--- src/rtl/core/gsi_pkg.sv ---
// Shared types and constants of the gain schedule interpolator.
package gsi_pkg;

    localparam int TableRows = 16;
    localparam int IdxW      = $clog2(TableRows);
    localparam int CntW      = $clog2(TableRows + 1);
    localparam int SpeedW    = 16;
    localparam int ValW      = 32;
    localparam int FracW     = 16;
    localparam int DivSteps  = FracW + 1;
    localparam int StepW     = $clog2(DivSteps + 1);
    localparam int ProdW     = ValW + 1 + FracW;
    localparam int InDataW   = SpeedW + 4 * ValW;
    localparam int OutDataW  = 4 * ValW;

    localparam logic KindInsert = 1'b0;
    localparam logic KindLookup = 1'b1;

    typedef struct packed {
        logic signed [SpeedW-1:0] speed;
        logic signed [ValW-1:0]   gain_p;
        logic signed [ValW-1:0]   gain_i;
        logic signed [ValW-1:0]   gain_d;
        logic signed [ValW-1:0]   rate_cap;
    } t_row;

    typedef struct packed {
        logic            en;
        logic [IdxW-1:0] addr;
        t_row            data;
    } t_wr_req;

    typedef enum logic [1:0] {
        StatOk    = 2'd0,
        StatEmpty = 2'd1,
        StatFull  = 2'd2
    } t_status;

    typedef enum logic [3:0] {
        StIdle,
        StScanRd,
        StScanCmp,
        StResolve,
        StShiftRd,
        StShiftWr,
        StWrite,
        StDiv,
        StMul,
        StDone
    } t_state;

endpackage

--- src/rtl/core/gsi_table.sv ---
// Breakpoint row storage: one write port, one registered read port.
module gsi_table (
    input  logic                       i_clk,
    input  gsi_pkg::t_wr_req           i_wr,
    input  logic [gsi_pkg::IdxW-1:0]   i_raddr,
    output gsi_pkg::t_row              o_rdata
);
    import gsi_pkg::*;

    t_row r_mem [TableRows];
    t_row r_rdata;

    always_ff @(posedge i_clk) begin
        if (i_wr.en) begin
            r_mem[i_wr.addr] <= i_wr.data;
        end
    end

    always_ff @(posedge i_clk) begin
        r_rdata <= r_mem[i_raddr];
    end

    assign o_rdata = r_rdata;

endmodule

--- config.mk ---
export PLATFORM = sky130hd
export DESIGN_NAME = gsi_table
export DESIGN_NICKNAME = d
export VERILOG_FILES = /design/src/rtl/core/gsi_pkg.sv /design/src/rtl/core/gsi_table.sv
export SDC_FILE = /design/constraint.sdc
export NUM_CORES = 2
export LEC_CHECK = 0
export BUFFER_PORTS_ARGS = -buffer_cell sky130_fd_sc_hd__buf_2
export CELL_PAD_IN_SITES_DETAIL_PLACEMENT = 0
export CELL_PAD_IN_SITES_GLOBAL_PLACEMENT = 2
export CORE_ASPECT_RATIO = 1.25
export CORE_MARGIN = 4
export CORE_UTILIZATION = 45
export CTS_CLUSTER_SIZE = 10
export DETAILED_ROUTE_END_ITERATION = 7
export PLACE_DENSITY = 0.74
export SLEW_MARGIN = 20
export SYNTH_ARGS = -nofsm -noshare
export SYNTH_HDL_FRONTEND = slang
export SYNTH_SLANG_ARGS = --single-unit
--- constraint.sdc ---
create_clock -name i_clk -period 29.1 [get_ports i_clk]
set_input_delay 5.82 -clock i_clk [delete_from_list [all_inputs] [get_ports i_clk]]
set_output_delay 5.82 -clock i_clk [all_outputs]
set_load 0.1 [all_outputs]
==> key figures <==
Run status
  • Status: complete, no violations

Setup path
  • Setup crit end: o_rdata[85]
  • Critical Path Sink Type: flip-flop
  • Slowest stage delay, CP: 0.83 ns
  • Worst R2R Setup Slack: 27.62 ns
  • CP Class: input pin to flip-flop
  • Reg2Reg Depth: 3
  • Worst reg2reg startpoint: r_mem[7][143]
  • Levels on crit path: 8
  • Top delay family on crit path: buffers and inverters
  • Worst EP required: 29.85 ns
  • CP max stage cell: buf_4
  • Critical path origin: i_raddr[0]
  • CP Cell Sequence: buf_8, buf_12, buf_12, buf_4, buf_4, mux4_2, a22oi_1, nand2_1
  • CP bufs+invs: 5
  • Crit path DAT: 10.36 ns
  • CP Max Fanout: 108
  • Startpoint Class: input pin
  • Worst reg2reg path endpoint: o_rdata[143]

Floorplan
  • Initial Util: 45.3%
  • Die ar.: 0.206 sq mm
  • Site Rows: 182
  • CORE AREA: 0.197 sq mm
  • Die Span X: 407 um
  • # IOs: 298
  • Die Y: 506 um

Synth
  • Cell taking the most area after synthesis: edfxtp_1
  • Flop and latch count out of synthesis: 2448
  • Most numerous cell in the Yosys netlist: edfxtp_1
  • Async set-or-reset flop fraction in the synthesized netlist: 0%
  • Predominant post-synthesis flop cell: edfxtp_1
  • Netlist Area Pre-Place: 0.0894 sq mm
  • Ranking of synthesized cells by area: edfxtp_1 77%, mux4_2 14%, dfxtp_1 3.2%, a22oi_1 2.0%, mux2_2 0.93%
  • Share of the synthesized area in the top cell type: 77.4%
  • Synth Warn #: 0
  • Synthesized area per cell: 23.7 sq um
  • Cell count after synthesis: 3773
  • Share of the yosys chip area belonging to registers: 80.6%
  • Synth top cells by count: 2304 x edfxtp_1, 536 x mux4_2, 242 x a22oi_1, 144 x dfxtp_1, 106 x nand2_1
  • Synth cell types: 26
  • Synthesized Nets: 3927
  • EDFF count, synth: 2304

Finish
  • Final #Nets: 4406
  • Layout cells sized above 1: 30.0%
  • Fillers: 15300
  • Synthesis-to-layout area growth: 14.7%

Global route
  • GRT overflow: 0
  • Largest net degree at the start of global routing: 109
  • First-pass GRT wire length: 302000 um
  • Vias in the first global route: 43200
  • Gr usage total: 20.3%
  • Initial antenna violation count: 62

STA
  • Relative slew margins: 29.0%
  • Achievable Freq: 0.104 GHz
  • Final Cycle Share: 33.0%
  • Slew Limit Fails: 0
  • Hold WS: 0.647 ns
  • Unrepaired setup endpoints after global routing: false
  • Worst Tran Pin Value: 1.07 ns
  • Tmin final: 9.61 ns
  • Clk_skew: 0.0686 ns
  • Final Setup Violations: 0
  • Setup_tns: 0 ns
  • Hold Fails Final Rpt: 0
  • Final worst slack: 19.49 ns

Route
  • Initial DRC count: 3902
  • Drt first pass iters: 5
  • Routed vias/inst: 5.84
  • Routed wire per std cell: 29.7 um
  • Drt total wl: 209000 um
  • Via Count: 41100
  • DR DRC count: 0
  • DRT antenna net count: 0

CTS
  • Maximum clock insertion buffer count: 4
  • CTS buffer count: 298
  • Postcts setup bufs: 0
  • Reg clk slew, reported paths: 0.05 ns
  • Clock Tree Root: clkbuf_16
  • CTS Hold Bufs: 0
  • CTS sink count: 2448
  • Clk_lat worst skew: 0.92 ns
  • CTS tree: built
  • Resize count post-CTS: 0
  • H-tree depth: 5

Power and ir drop
  • Worst vdd ir: 0.0629 mV
  • Lkg Pwr: 32.8 nW
  • Pwr per Cell Area: 75.4 mW/mm^2

Place
  • Pre-CTS setup slack: 18.33 ns
  • Gpl congestion: 0.707
  • Post-detail-place hpwl: 99500 um
  • IO Port Bufs: 297

Min path
  • Hold Path Class: flip-flop to flip-flop

Flow run
  • Maxcap violations: 0
## cell usage in the layout (no fill, tap or decap), drive strengths merged, types with 2 or more instances in the layout
cell type	synthesis	routed
mux4	536	536
edfxtp	2304	2304
nand3b	2	2
clkbuf	86	473
buf	112	377
nor2b	31	31
diode	0	25
inv	0	3
and2	3	3
a22oi	242	242
mux2i	27	27
clkinv	0	5
nor3	4	4
nand2b	19	19
nor2	15	15
dfxtp	144	144
o22a	6	6
nand2	106	106
a221oi	15	15
o221ai	25	25
o21ai	19	19
mux2	74	74
## cell families after synthesis
logic type	share of synthesized area, %
compound gates	2.59
flops	80.6
simple gates	0.943
buf+inv	1.13
mux	14.7
## worst min-delay path by stage
stage / cells past startpoint / start / slack, ns / endpoint
floorplan: 3 / r_mem[14][100] / 0.63 / o_rdata[100]
global placement: 3 / r_mem[14][92] / 0.65 / o_rdata[92]
detailed placement: 3 / r_mem[15][92] / 0.65 / o_rdata[92]
CTS: 3 / r_mem[6][51] / 0.64 / o_rdata[51]
global route: 3 / r_mem[7][51] / 0.66 / o_rdata[51]
finish: 3 / r_mem[14][2] / 0.65 / o_rdata[2]
## registers in the layout, indices dropped and copies added (netlist names)
register / flops
r_mem: 2304
o_rdata: 144
## where the power goes
part / switching (mW) / internal [mW] / leakage (nW)
clock: 1.31 / 1.95 / 4.03
combinational: 0.369 / 0.137 / 6.73
sequential: 0.0287 / 3.94 / 22.0
total: 1.70 / 6.03 / 32.8
## layout make-up
type / instances / area, sq um / share of cell area, %
antenna: 25 / 62.6 / 0.0610
clock inverter: 10 / 98.8 / 0.0964
timing repair buffer: 377 / 2330 / 2.27
clock buffer: 473 / 8310 / 8.11
multi-input combinational: 1127 / 16500 / 16.1
tap: 2576 / 3220 / 3.14
sequential: 2448 / 72100 / 70.3
## layer usage
metal	vias up	track usage [%]	routed length (um)
met5	-	0	237
met2	1455	32.0	101000
met3	375	5.07	15900
li1	17100	-	-
met1	22200	28.7	87800
met4	40	5.05	4300
## worst min-delay path: stages, from the launching register on
cell	delay, ns
edfxtp_1	0.32
mux4_2	0.22
a22oi_1	0.05
nand2_1	0.06
## metrics by stage
step	util, %	area (sq um)	total power, mW	cells
floorplan	-	89400	4.40	3773
global placement	47.7	94000	4.55	6526
detailed placement	47.7	94100	4.56	6528
CTS	52.0	102000	7.82	7011
global route	52.0	103000	8.00	7013
finish	52.0	103000	7.73	7036
Power figures use the tool's default switching activity.
