## config.mk

```make
export PLATFORM = sky130hd
export DESIGN_NAME = gsi_mul
export DESIGN_NICKNAME = d
export VERILOG_FILES = /design/src/rtl/core/gsi_pkg.sv /design/src/rtl/core/gsi_mul.sv
export SDC_FILE = /design/constraint.sdc
export NUM_CORES = 1
export LEC_CHECK = 0
export ABC_CLOCK_PERIOD_IN_PS = 3300
export BUFFER_PORTS_ARGS = -buffer_cell sky130_fd_sc_hd__buf_4
export CORE_ASPECT_RATIO = 1.1
export CORE_MARGIN = 2
export CORE_UTILIZATION = 40
export CTS_CLUSTER_SIZE = 25
export DETAILED_ROUTE_END_ITERATION = 7
export MAX_ROUTING_LAYER = met4
export PLACE_DENSITY = 0.61
export SLEW_MARGIN = 20
export SYNTH_ARGS = -nofsm -noshare
export SYNTH_HDL_FRONTEND = slang
export SYNTH_SLANG_ARGS = --single-unit
```

## constraint.sdc

```tcl
create_clock -name i_clk -period 3.3 [get_ports i_clk]
set_clock_uncertainty 0.15 [all_clocks]
set_input_delay 0.165 -clock i_clk [delete_from_list [all_inputs] [get_ports i_clk]]
set_output_delay 0.165 -clock i_clk [all_outputs]
set_load 0.05 [all_outputs]
```

## src/rtl/core/gsi_pkg.sv

```systemverilog
// Shared types and constants of the gain schedule interpolator.
package gsi_pkg;

    localparam int TableRows = 16;
    localparam int IdxW      = $clog2(TableRows);
    localparam int CntW      = $clog2(TableRows + 1);
    localparam int SpeedW    = 16;
    localparam int ValW      = 32;
    localparam int FracW     = 16;
    localparam int DivSteps  = FracW + 1;
    localparam int StepW     = $clog2(DivSteps + 1);
    localparam int ProdW     = ValW + 1 + FracW;
    localparam int InDataW   = SpeedW + 4 * ValW;
    localparam int OutDataW  = 4 * ValW;

    localparam logic KindInsert = 1'b0;
    localparam logic KindLookup = 1'b1;

    typedef struct packed {
        logic signed [SpeedW-1:0] speed;
        logic signed [ValW-1:0]   gain_p;
        logic signed [ValW-1:0]   gain_i;
        logic signed [ValW-1:0]   gain_d;
        logic signed [ValW-1:0]   rate_cap;
    } t_row;

    typedef struct packed {
        logic            en;
        logic [IdxW-1:0] addr;
        t_row            data;
    } t_wr_req;

    typedef enum logic [1:0] {
        StatOk    = 2'd0,
        StatEmpty = 2'd1,
        StatFull  = 2'd2
    } t_status;

    typedef enum logic [3:0] {
        StIdle,
        StScanRd,
        StScanCmp,
        StResolve,
        StShiftRd,
        StShiftWr,
        StWrite,
        StDiv,
        StMul,
        StDone
    } t_state;

endpackage

```

## src/rtl/core/gsi_mul.sv

```systemverilog
// Bit-serial interpolation lane: lo + floor(t * (hi - lo) / 2^16).
module gsi_mul (
    input  logic                             i_clk,
    input  logic                             i_rst_n,
    input  logic                             i_start,
    input  logic [gsi_pkg::FracW-1:0]        i_frac,
    input  logic signed [gsi_pkg::ValW-1:0]  i_lo,
    input  logic signed [gsi_pkg::ValW-1:0]  i_hi,
    output logic                             o_done,
    output logic signed [gsi_pkg::ValW-1:0]  o_val
);
    import gsi_pkg::*;

    logic                    r_busy, n_busy;
    logic                    r_done, n_done;
    logic [StepW-1:0]        r_cnt, n_cnt;
    logic [FracW-1:0]        r_t;
    logic signed [ValW:0]    r_diff;
    logic signed [ValW-1:0]  r_lo;
    logic signed [ProdW-1:0] r_acc;
    logic signed [ProdW-1:0] addend;

    assign addend = r_t[FracW-1] ? {{(ProdW-ValW-1){r_diff[ValW]}}, r_diff} : '0;

    always_comb begin
        n_busy = r_busy;
        n_done = 1'b0;
        n_cnt  = r_cnt;
        if (i_start) begin
            n_busy = 1'b1;
            n_cnt  = StepW'(FracW);
        end else if (r_busy) begin
            n_cnt = r_cnt - 1'b1;
            if (r_cnt == StepW'(1)) begin
                n_busy = 1'b0;
                n_done = 1'b1;
            end
        end
    end

    always_ff @(posedge i_clk) begin
        if (!i_rst_n) begin
            r_busy <= 1'b0;
            r_done <= 1'b0;
            r_cnt  <= '0;
        end else begin
            r_busy <= n_busy;
            r_done <= n_done;
            r_cnt  <= n_cnt;
        end
    end

    // MSB-first shift-add over the fraction bits
    always_ff @(posedge i_clk) begin
        if (i_start) begin
            r_t    <= i_frac;
            r_lo   <= i_lo;
            r_diff <= {i_hi[ValW-1], i_hi} - {i_lo[ValW-1], i_lo};
            r_acc  <= '0;
        end else if (r_busy) begin
            r_t   <= {r_t[FracW-2:0], 1'b0};
            r_acc <= (r_acc <<< 1) + addend;
        end
    end

    assign o_done = r_done;
    assign o_val  = r_lo + r_acc[FracW+ValW-1:FracW];

endmodule

```

==> results.py <==
metrics = {
    "critical_path": {
        "startpoint_type": "flop",
        "slowest_stage": "edfxtp_1",
        "crit_top_cell": "a21o_1",
        "critical_path_arrival_ps": 3360,
        "worstPathMaxFanout": 3,
        "r2r_slack_ps": -60,
        "cp.required_ps": 2980,
        "path_class": "flop to output port",
        "max_stage_delay_ps": 450,
        "timing.critical_path.to_type": "output port",
        "path_cells": "buf_4, fa_2, a21oi_2, o22ai_2, o41ai_4, o221ai_2, a31o_2, a21o_1, a21o_1, a21oi_4, xnor2_4, buf_6",
    },
    "sta": {
        "slew_headroom_pct": 41.4,
        "tightestPinTransition_ps": 870,
        "hold_viol": 0,
        "fmax_mhz": 272,
        "fin_setup_tns_ps": -1680,
        "period_needed_ps": 3680,
        "fin_ws_ps": -379,
        "rsz0062_at_grt": "true",
        "setup_viol": 11,
        "final_max_slew_viol_count": 0,
        "post-route-period-util_pct": 111,
    },
    "power": {
        "p_leak_nw": 6.53,
        "power_density_nw_per_um2": 455,
        "ir_drop_mv": 0.325,
        "power.total_mw": 6.73,
    },
    "cells_and_area": {
        "seq_area_um2": 3530,
        "multi_input_area_um2": 7460,
        "area_growth_pct": 39.9,
        "final_cell_area_um2": 14800,
        "antenna_cells": 0,
        "drive_gt1_share_pct": 30.0,
        "nNetsFinal": 1650,
        "fin_cells": 1818,
        "fillCellCount": 2408,
    },
    "synthesis": {
        "synth_top_area_cell": "edfxtp_1",
        "yosysWarnings": 0,
        "synth.area.top_cells": "edfxtp_1 23%, ha_1 13%, dfxtp_1 10%",
        "synth-async-reset-ratio_pct": 0,
        "yosysTopAreaCellShare_pct": 23.0,
        "synth.most_common_cell": "a21oi_1",
        "synth_commonest_cells": "114 x a21oi_1, 111 x ha_1, 88 x nor2_1",
        "netlist_area_um2": 10600,
        "synth.distinct_cells": 67,
        "synth-main-ff-cell": "edfxtp_1",
        "synth_edf_count": 81,
        "synthCells": 1168,
        "avgSynthCellArea_um2": 9.05,
        "syn_nets": 1365,
        "seq_area_frac_synth_pct": 33.4,
        "yosys_register_bits": 136,
    },
    "placement": {
        "place_congestion": 0.921,
        "place_area_um2": 12700,
        "placed_cells": 1711,
        "hpwl_um": 22800,
        "port_buffers": 115,
    },
    "global_routing": {
        "antenna_found_initial": 0,
        "grt_pass1_wl_um": 47200,
        "grt-ovfl-total": 0,
        "grt_usage_pct": 21.7,
        "grt_pass1_vias": 9509,
        "grt_max_degree": 80,
    },
    "routing": {
        "drc": 0,
        "routed_via_density": 5.27,
        "firstDrtPassIters": 4,
        "routed_wl_um": 30200,
        "wire_per_inst_um": 16.6,
        "vias": 9577,
        "ant_nets": 0,
        "first_iter_violations": 436,
    },
    "floorplanning": {
        "die_area_um2": 27800,
        "start_util_pct": 40.6,
        "num_rows": 62,
        "num_io_pins": 116,
        "core_um2": 26100,
        "die_h_um": 175,
        "die_w_um": 159,
    },
    "flow_run": {
        "drv_cap": 0,
    },
    "clock_network": {
        "clk_path_buf_depth": 2,
        "htreeDepth": 4,
        "cts-root-buf": "clkbuf_16",
        "cts_inserted_buffers": 17,
        "clk_pin_slew_worst_paths_ps": 60,
        "cts_tree": "built",
        "insertion_delay_ps": 410,
        "clock_sinks": 136,
    },
    "worst_hold_path": {
        "min_path_type": "input pin to flop",
    },
    "outcome": {
        "run_status": "complete, but fails checks",
        "violations": "setup timing",
    },
}
-- cell usage in the layout (no fill, tap or decap), types with 30 or more instances in the layout --
master         instances
xor2_1                31
dlygate4sd3_1         49
dfxtp_1               55
a21oi_1               97
edfxtp_1              81
o21ai_0               38
ha_1                  89
and2_1                30
a21o_1                44
xnor2_1               58
buf_4                237
nand2_1               61
nor2_1                85
inv_1                 67
-- state kept, by name, summed over array words and instances, names as in the netlist --
| name | cells |
|---|---|
| r_busy | 1 |
| o_done | 1 |
| r_cnt | 5 |
| r_diff | 33 |
| r_lo | 32 |
| r_acc | 48 |
| r_t | 16 |
-- logic make-up (layout without fill, tap and decap cells) --
group,count (synthesis),in the layout,share of synthesized area [%]
AO/OA/AOI/OAI,358,358,22.5
XOR/XNOR,95,95,7.87
adder cells (fa/ha/maj),114,114,13.7
buffers and inverters,115,413,4.09
flip-flops,136,136,33.4
multiplexers,32,32,3.22
AND/OR/NAND/NOR,318,318,15.2
-- metrics by stage --
stage               setup slack, ps  hold slack [ps]  util (%)
floorplan                     -63.0              114         -
global placement               -146              204      48.7
detailed placement             -172              205      48.7
CTS                            -451             15.8      53.8
global route                   -493             8.37      56.7
finish                         -379             37.5      56.7
-- what timing repair did --
item	4_1_cts	5_1_grt
cloned	0	2
endpoints found under the setup margin	27	46
endpoints found under the hold margin	53	0
pin swaps	31	85
hold buffers	49	0
gates resized for setup	50	120
setup buffers	6	24
-- critical path, delay by kind of cell, from the launching register on --
family	cells	cell delay, ps
AOI/OAI and AO/OA	8	1690
xor gates and xnor gates	1	130
adders and majority gates	1	350
buffers and inverters	2	340
DFF	1	450
-- worst paths after layout --
path	from	to	cells past startpoint
worst max-delay path	r_lo[1]$_DFFE_PP_	o_val[28]	12
worst min register to register	r_acc[5]$_SDFFE_PP0P_	r_acc[5]$_SDFFE_PP0P_	2
worst max register to register	r_t[15]$_DFFE_PP_	r_acc[45]$_SDFFE_PP0P_	14
worst min-delay path	i_frac[15]	r_t[15]$_DFFE_PP_	2
-- power by group --
part,leakage [nW],switching [mW],internal (mW)
sequential,1.25,0.124,2.01
combinational,5.02,1.60,1.26
clock,0.256,0.752,0.981
-- layer usage --
| layer | global-route usage (%) | part of all wire (%) | wire (um) | vias to the layer above |
|---|---|---|---|---|
| met5 | - | 0 | 0 | - |
| li1 | - | - | - | 4860 |
| met2 | 39.6 | 53 | 16000 | 134 |
| met1 | 24.9 | 43 | 12900 | 4552 |
| met3 | 3.08 | 2.4 | 714 | 31 |
| met4 | 6.10 | 2.0 | 590 | 0 |
-- layout make-up --
class,instances,area share [%]
inverter,69,1.75
multi-input combinational,917,50.4
sequential,136,23.9
tap,352,2.98
timing repair buffer,312,17.3
clock buffer,18,2.97
clock inverter,14,0.685
Note: power is estimated with default switching activity, not from simulation.
