[config.mk]
export PLATFORM = sky130hd
export DESIGN_NAME = gsi_div
export DESIGN_NICKNAME = d
export VERILOG_FILES = /design/src/rtl/core/gsi_pkg.sv /design/src/rtl/core/gsi_div.sv
export SDC_FILE = /design/constraint.sdc
export NUM_CORES = 1
export LEC_CHECK = 0
export BUFFER_PORTS_ARGS = -buffer_cell sky130_fd_sc_hd__buf_4
export CAP_MARGIN = 20
export CELL_PAD_IN_SITES_DETAIL_PLACEMENT = 0
export CELL_PAD_IN_SITES_GLOBAL_PLACEMENT = 1
export CORE_MARGIN = 2
export CORE_UTILIZATION = 45
export CTS_BUF_LIST = sky130_fd_sc_hd__clkbuf_4
export DETAILED_ROUTE_END_ITERATION = 8
export PLACE_DENSITY_LB_ADDON = 0.15
export SYNTH_ARGS = -nofsm -noshare
export SYNTH_HDL_FRONTEND = slang
export SYNTH_SLANG_ARGS = --single-unit
export TNS_END_PERCENT = 100
[constraint.sdc]
create_clock -name i_clk -period 3.3 [get_ports i_clk]
set_input_delay 0.33 -clock i_clk [delete_from_list [all_inputs] [get_ports i_clk]]
set_output_delay 0.33 -clock i_clk [all_outputs]
set_load 0.05 [all_outputs]
[src/rtl/core/gsi_pkg.sv]
// Shared types and constants of the gain schedule interpolator.
package gsi_pkg;

    localparam int TableRows = 16;
    localparam int IdxW      = $clog2(TableRows);
    localparam int CntW      = $clog2(TableRows + 1);
    localparam int SpeedW    = 16;
    localparam int ValW      = 32;
    localparam int FracW     = 16;
    localparam int DivSteps  = FracW + 1;
    localparam int StepW     = $clog2(DivSteps + 1);
    localparam int ProdW     = ValW + 1 + FracW;
    localparam int InDataW   = SpeedW + 4 * ValW;
    localparam int OutDataW  = 4 * ValW;

    localparam logic KindInsert = 1'b0;
    localparam logic KindLookup = 1'b1;

    typedef struct packed {
        logic signed [SpeedW-1:0] speed;
        logic signed [ValW-1:0]   gain_p;
        logic signed [ValW-1:0]   gain_i;
        logic signed [ValW-1:0]   gain_d;
        logic signed [ValW-1:0]   rate_cap;
    } t_row;

    typedef struct packed {
        logic            en;
        logic [IdxW-1:0] addr;
        t_row            data;
    } t_wr_req;

    typedef enum logic [1:0] {
        StatOk    = 2'd0,
        StatEmpty = 2'd1,
        StatFull  = 2'd2
    } t_status;

    typedef enum logic [3:0] {
        StIdle,
        StScanRd,
        StScanCmp,
        StResolve,
        StShiftRd,
        StShiftWr,
        StWrite,
        StDiv,
        StMul,
        StDone
    } t_state;

endpackage

[src/rtl/core/gsi_div.sv]
// Radix-2 restoring divider producing the Q0.16 interpolation fraction.
module gsi_div (
    input  logic                        i_clk,
    input  logic                        i_rst_n,
    input  logic                        i_start,
    input  logic [gsi_pkg::FracW-1:0]   i_num,
    input  logic [gsi_pkg::FracW-1:0]   i_den,
    output logic                        o_done,
    output logic [gsi_pkg::FracW-1:0]   o_frac
);
    import gsi_pkg::*;

    logic             r_busy, n_busy;
    logic             r_done, n_done;
    logic [StepW-1:0] r_cnt, n_cnt;
    logic [FracW:0]   r_rem;
    logic [FracW-1:0] r_den;
    logic [FracW:0]   r_q;
    logic             ge;
    logic [FracW:0]   rem_sub;

    // numerator never exceeds the span, so the remainder stays below 2^17
    assign ge      = r_rem >= {1'b0, r_den};
    assign rem_sub = ge ? (r_rem - {1'b0, r_den}) : r_rem;

    always_comb begin
        n_busy = r_busy;
        n_done = 1'b0;
        n_cnt  = r_cnt;
        if (i_start) begin
            n_busy = 1'b1;
            n_cnt  = StepW'(DivSteps);
        end else if (r_busy) begin
            n_cnt = r_cnt - 1'b1;
            if (r_cnt == StepW'(1)) begin
                n_busy = 1'b0;
                n_done = 1'b1;
            end
        end
    end

    always_ff @(posedge i_clk) begin
        if (!i_rst_n) begin
            r_busy <= 1'b0;
            r_done <= 1'b0;
            r_cnt  <= '0;
        end else begin
            r_busy <= n_busy;
            r_done <= n_done;
            r_cnt  <= n_cnt;
        end
    end

    always_ff @(posedge i_clk) begin
        if (i_start) begin
            r_rem <= {1'b0, i_num};
            r_den <= i_den;
            r_q   <= '0;
        end else if (r_busy) begin
            r_rem <= {rem_sub[FracW-1:0], 1'b0};
            r_q   <= {r_q[FracW-1:0], ge};
        end
    end

    assign o_done = r_done;
    // clamp a full-span quotient to the largest fraction
    assign o_frac = r_q[FracW] ? {FracW{1'b1}} : r_q[FracW-1:0];

endmodule

==> results of run 1 <==
==> state kept, by name, summed over array words and instances, names as in the netlist <==
signal,cells
r_den,16
o_done,1
r_cnt,5
r_q,17
r_rem,17
r_busy,1
==> worst min-delay path by stage <==
stage / to / cells past startpoint
final: r_den[11] / 1
after detailed placement: r_q[0] / 2
after CTS: r_den[11] / 1
after global placement: r_q[0] / 2
after floorplan: r_den[0] / 0
after global routing: r_den[13] / 1
==> Yosys cell counts (3+ instances only) <==
library cell / instances / area [um2]
nor2_1: 33 / 123.9
edfxtp_1: 32 / 960.9
inv_1: 31 / 116.4
dfxtp_1: 25 / 500.5
nand2_1: 24 / 90.09
mux2i_1: 22 / 220.2
a21oi_1: 20 / 100.1
ha_1: 18 / 225.2
or2_2: 16 / 100.1
o21ai_0: 12 / 60.06
xnor2_1: 11 / 96.34
clkbuf_1: 10 / 37.54
nand3_1: 7 / 35.03
nand4_1: 7 / 43.79
nor3_1: 7 / 35.03
o311ai_0: 7 / 61.31
xor2_1: 5 / 43.79
a21o_1: 3 / 22.52
nand2b_1: 3 / 18.77
==> per-stage QoR <==
stage	hold slack [ns]	instances	setup slack, ns
2_1_floorplan	0.4289	330	0.6904
3_3_place_gp	0.4844	467	0.5172
3_5_place_dp	0.4899	467	0.4093
4_1_cts	0.05045	483	0.4054
5_1_grt	0.03692	483	0.1965
6_report	0.07486	483	0.4172
==> routing by layer <==
layer / vias to the layer above / wire length [um] / global-route usage
met5: - / 0 / 0
met3: 11 / 376 / 0.07276
met1: 1152 / 3001 / 0.2187
met4: 0 / 108 / 0.06612
li1: 1275 / - / -
met2: 58 / 3019 / 0.2788
==> power groups by stage <==
stage	Sequential, W	Combinational [W]	Clock (W)
after floorplan	0.000907	0.000729	0
after global routing	0.000919	0.00102	0.000551
after global placement	0.000921	0.000906	0
after detailed placement	0.000923	0.000909	0
final	0.000907	0.000908	0.000507
after CTS	0.000909	0.000911	0.000527
==> logic make-up (layout without fill, tap and decap cells) <==
family,count (synthesis),in the layout,share of synthesized area
compound gates,63,63,0.1398
fa+ha+maj,19,19,0.07591
buf+inv,46,103,0.05887
mux,22,22,0.06816
xor+xnor,16,16,0.04338
simple gates,107,107,0.1615
flops,57,57,0.4524
==> area by class of cell <==
cell class	count	area, um2	area share
sequential	57	1461	0.3815
timing repair buffer	56	420.4	0.1097
tap	96	120.1	0.03135
multi-input combinational	227	1579	0.4121
clock inverter	6	58.81	0.01535
clock buffer	10	75.07	0.01960
inverter	31	116.4	0.03037
==> worst max-delay path, stage by stage, from the launching register on <==
cell and delay, ns:
edfxtp_1 0.39, inv_1 0.07, ha_1 0.14, inv_1 0.05, fa_1 0.41, a21o_1 0.21
a221oi_1 0.40, o221ai_1 0.28, a221oi_1 0.37, xnor2_1 0.10, nand3_1 0.08, o311ai_0 0.12
==> metrics.yaml, run 1 <==
power_and_ir_drop:
  p_comb_frac: 0.391
  power_density_nw_per_um2: 606.1
  p_sw_frac: 0.3603
  p_int_w: 0.001485
  pwr-share-clk: 0.218
  vdd_drop_max_mv: 0.1894
  switchingPower_w: 0.0008366
  pwr-share-seq: 0.391
  p_total_w: 0.002322
  p_leak_nw: 1.694
finish:
  final_nets: 436
  layout_commonest_cell: "buf_4"
  final_cell_mix: "56 x buf_4, 33 x nor2_1, 32 x edfxtp_1"
  fillers: 668
  drive_gt1_frac: 0.2429
  design_area_um2: 3831
  fin_util: 0.5577
  diodes: 0
  syn_to_final_growth_pct: 18.59
synth:
  ys_types: 47
  ys_seq_area_frac: 0.4524
  synth-edff-count: 32
  synth_warnings: 0
  syn_inst: 330
  ys.flop_type: "edfxtp_1"
  async_flop_share: 0
  synth_nets: 384
  ys_seq_elements: 57
  netlist_area_um2: 3231
  avgSynthCellArea_um2: 9.790
cts:
  numCtsBuffers: 9
  cts_hold_buf: 0
  htreeDepth: 3
  clockBufferDepth: 2
  cts_tree: "built"
  cts.clk_slew.worst_paths_ns: 0.11
  clk_latency_ns: 0.42
  clock_sinks: 57
  cts_resized: 0
  cts_setup_buffers: 0
  cts_root_buf: "clkbuf_4"
detailed_routing:
  drt_wl_total_um: 6505
  wl_per_cell_um: 13.47
  remaining_drc_errors: 0
  postRouteAntennaNets: 0
  vias_per_cell: 5.168
  first_pass_iters: 4
  drt_iter0_drc: 133
  dr_total_vias: 2496
critical_path:
  cp-startpoint: "r_rem[0]"
  setup.worst_path.class: "flop to flop"
  cp.arrival_ns: 3.03
  reg2reg_setup_slack_ns: 0.42
  worst_setup_path_start_kind: "flop"
  r2r_start: "r_rem[0]"
  worst-path-max-fanout: 2
  r2r_cells: 11
  required_ns: 3.45
  r2r_end: "r_rem[15]"
  cp-end-kind: "flop"
  crit_end: "r_rem[15]"
timing:
  fmax_mhz: 346.9
  hold_viol_final: 0
  setup_viol: 0
  drv_slew: 0
  slew_headroom: 0.4920
  tightest_slew_ns: 0.7601
  rsz0062_at_grt: "no"
  finalSetupTns_ns: 0
  post-route-period-util: 0.8736
  finalCriticalPeriod_ns: 2.883
  clock_skew_ns: 0.02072
floorplanning:
  placementRows: 30
  die-area_um2: 7873
  ios: 52
  die-height_um: 88.73
  start_util: 0.4703
  die_x_um: 88.73
  core_um2: 6869
grt:
  antenna_found_initial: 0
  grt_pass1_wl_um: 10670
  grt_usage: 0.1775
  gr-total-overflow: 0
  grt_max_degree: 58
  grt_pass1_vias: 2356
hold_path:
  hp-start: "i_den[11]"
  min_path_type: "input pin to flop"
job:
  max_cap_viol_count: 0
placed_design:
  dpl_cell_area_um2: 3697
  io_buffers: 51
  finalWeightedCongestion: 0.8529
  detailed_place_hpwl_um: 4515
outcome:
  status: "completed"
(Power assumes the default switching activity.)
==> run 2: changes to the inputs <==
- CORE_UTILIZATION: 45 -> 44
- CTS_BUF_LIST: sky130_fd_sc_hd__clkbuf_4 -> unset
==> metrics.yaml, run 2 (same netlist as run 1, synthesis figures left out) <==
power_and_ir_drop:
  p_comb_frac: 0.377  # -0.014
  pwr-share-clk: 0.246  # +0.028
  vdd_drop_max_mv: 0.2405  # +27%
  p_sw_frac: 0.3544  # -0.005914
  switchingPower_w: 0.0008546  # +2.1%
  p_leak_nw: 1.713  # +1.1%
  power_density_nw_per_um2: 621.5  # +2.5%
  p_int_w: 0.001557  # +4.8%
  pwr-share-seq: 0.377  # -0.014
detailed_routing:
  wl_met2_um: 3183  # +5.4%
  wl_per_cell_um: 13.99  # +3.9%
  dr_total_vias: 2539  # +1.7%
  drt_iter0_drc: 121  # -9.0%
  highest_layer: "met4"
  wl_met3_um: 411  # +9.3%
  drt-met1-wl_um: 3099  # +3.3%
  vias_per_cell: 5.224  # +1.1%
  remaining_drc_errors: 0  # unchanged
  first_pass_iters: 4  # unchanged
  drt_wl_total_um: 6800  # +4.5%
  postRouteAntennaNets: 0  # unchanged
timing:
  finalSetupTns_ns: 0  # unchanged
  setup_viol: 0  # unchanged
  rsz0062_at_grt: "no"
  hold_slack_ns: 0.1692  # +0.09438 ns
  tightest_slew_ns: 0.7523  # -0.007849 ns
  fmax_mhz: 337.1  # -2.8%
  post-route-period-util: 0.8990  # +0.02538
  slew_headroom: 0.4973  # +0.005268
  hold_viol_final: 0  # unchanged
  clock_skew_ns: 0.004817  # -0.01591 ns
  drv_slew: 0  # unchanged
  finalCriticalPeriod_ns: 2.967  # +0.08374 ns
cts:
  clockBufferDepth: 2  # unchanged
  cts_setup_buffers: 0  # unchanged
  htreeDepth: 3  # unchanged
  clk_latency_ns: 0.33  # -0.09 ns
  numCtsBuffers: 9  # unchanged
  cts_hold_buf: 0  # unchanged
  cts_tree: "built"
  cts_root_buf: "clkbuf_8"
  cts_resized: 0  # unchanged
  clock_sinks: 57  # unchanged
  cts.clk_slew.worst_paths_ns: 0.07  # -0.04 ns
critical_path:
  cp.arrival_ns: 3.01  # -0.02 ns
  path_buf_inv: 2  # unchanged
  cp-end-kind: "flop"
  worst-path-max-fanout: 2  # unchanged
  slowest_stage: "a221oi_1"
  cpPeakStageDelay_ns: 0.43  # +0.02 ns
  setup.worst_path.class: "flop to flop"
  crit_chain: "inv_1 -> ha_1 -> inv_1 -> fa_1 -> a21o_1 -> a221oi_1 -> o221ai_1 -> a221oi_1 -> xnor2_1 -> nand3_1 -> o311ai_0"
  required_ns: 3.35  # -0.10 ns
  worst_setup_path_start_kind: "flop"
  cpLargestDelayFamily: "compound AO/OA/AOI/OAI gates"
grt:
  grt_pass1_vias: 2459  # +4.4%
  gr-total-overflow: 0  # unchanged
  grt_max_degree: 58  # unchanged
  grt_usage: 0.1822  # +0.004724
  antenna_found_initial: 0  # unchanged
  grt_pass1_wl_um: 11140  # +4.4%
finish:
  largestRegisters: "r_q (17), r_rem (17), r_den (16)"
  final_cell_mix: "56 x buf_4, 33 x nor2_1, 32 x edfxtp_1"
  drive_gt1_frac: 0.2403  # -0.002584
  layout_commonest_cell: "buf_4"
  final_nets: 436  # unchanged
  syn_to_final_growth_pct: 20.10
  diodes: 0  # unchanged
  fillers: 683  # +2.2%
outcome:
  status: "completed"
floorplanning:
  ios: 52  # unchanged
  placementRows: 31  # +3.3%
  core_um2: 7176  # +4.5%
  start_util: 0.4502  # -0.02009
  die-height_um: 89.69  # +1.1%
  die_x_um: 89.69  # +1.1%
  die-area_um2: 8043  # +2.2%
placed_design:
  finalWeightedCongestion: 0.8445  # -0.98%
  detailed_place_hpwl_um: 4813  # +6.6%
  io_buffers: 51  # unchanged
hold_path:
  min_path_type: "input pin to flop"
job:
  max_cap_viol_count: 0  # unchanged
run 2: cell types whose count changed in the layout (fill, tap and decap cells not counted), sizes merged:
cell,delta
bufinv,-1
inv,+1
clkinv,-1
clkbuf,+1
run 2: worst paths after layout:
check / endpoint / start / cells past startpoint / slack, ns
worst max register to register: r_rem[15] / r_rem[0] / 11 / 0.33
worst min register to register: r_q[0] / r_q[0] / 2 / 0.51
worst max-delay path: r_rem[15] / r_rem[0] / 11 / 0.33
worst min-delay path: r_den[14] / i_den[14] / 1 / 0.17
run 2: power by group through the flow:
stage                     clock network [W]  logic [W]  registers (W)
after detailed placement                  0   0.000905       0.000925
after CTS                          0.000618   0.000908       0.000910
after global routing               0.000654    0.00102       0.000918
after global placement                    0   0.000899       0.000924
final                              0.000593   0.000909       0.000910
after floorplan                           0   0.000729       0.000907
run 2: layout make-up:
cell class	instances	area, um2	share of cell area
multi-input cells	227	1579	0.4070
flip-flops and latches	57	1461	0.3767
repair buffers	56	420.4	0.1084
clock buffers	11	152.6	0.03934
well taps	99	123.9	0.03193
inverters	31	116.4	0.02999
clock inverters	5	26.28	0.006772
run 2: metal layers:
layer  vias to the layer above  track usage
li1                       1276            -
met1                      1193       0.2296
met2                        60       0.2854
met3                        10      0.05302
met4                         0      0.08955
met5                         -            0
run 2: per-stage QoR:
stage	setup WS [ns]	area, um2	total power [W]	util	cells
4_1_cts	0.3595	3880	0.002437	0.5407	486
3_3_place_gp	0.4693	3701	0.001823	0.5158	470
3_5_place_dp	0.3626	3701	0.001830	0.5158	470
6_report	0.3334	3880	0.002412	0.5407	486
2_1_floorplan	0.6904	3231	0.001635	-	330
5_1_grt	0.1309	3880	0.002588	0.5407	486
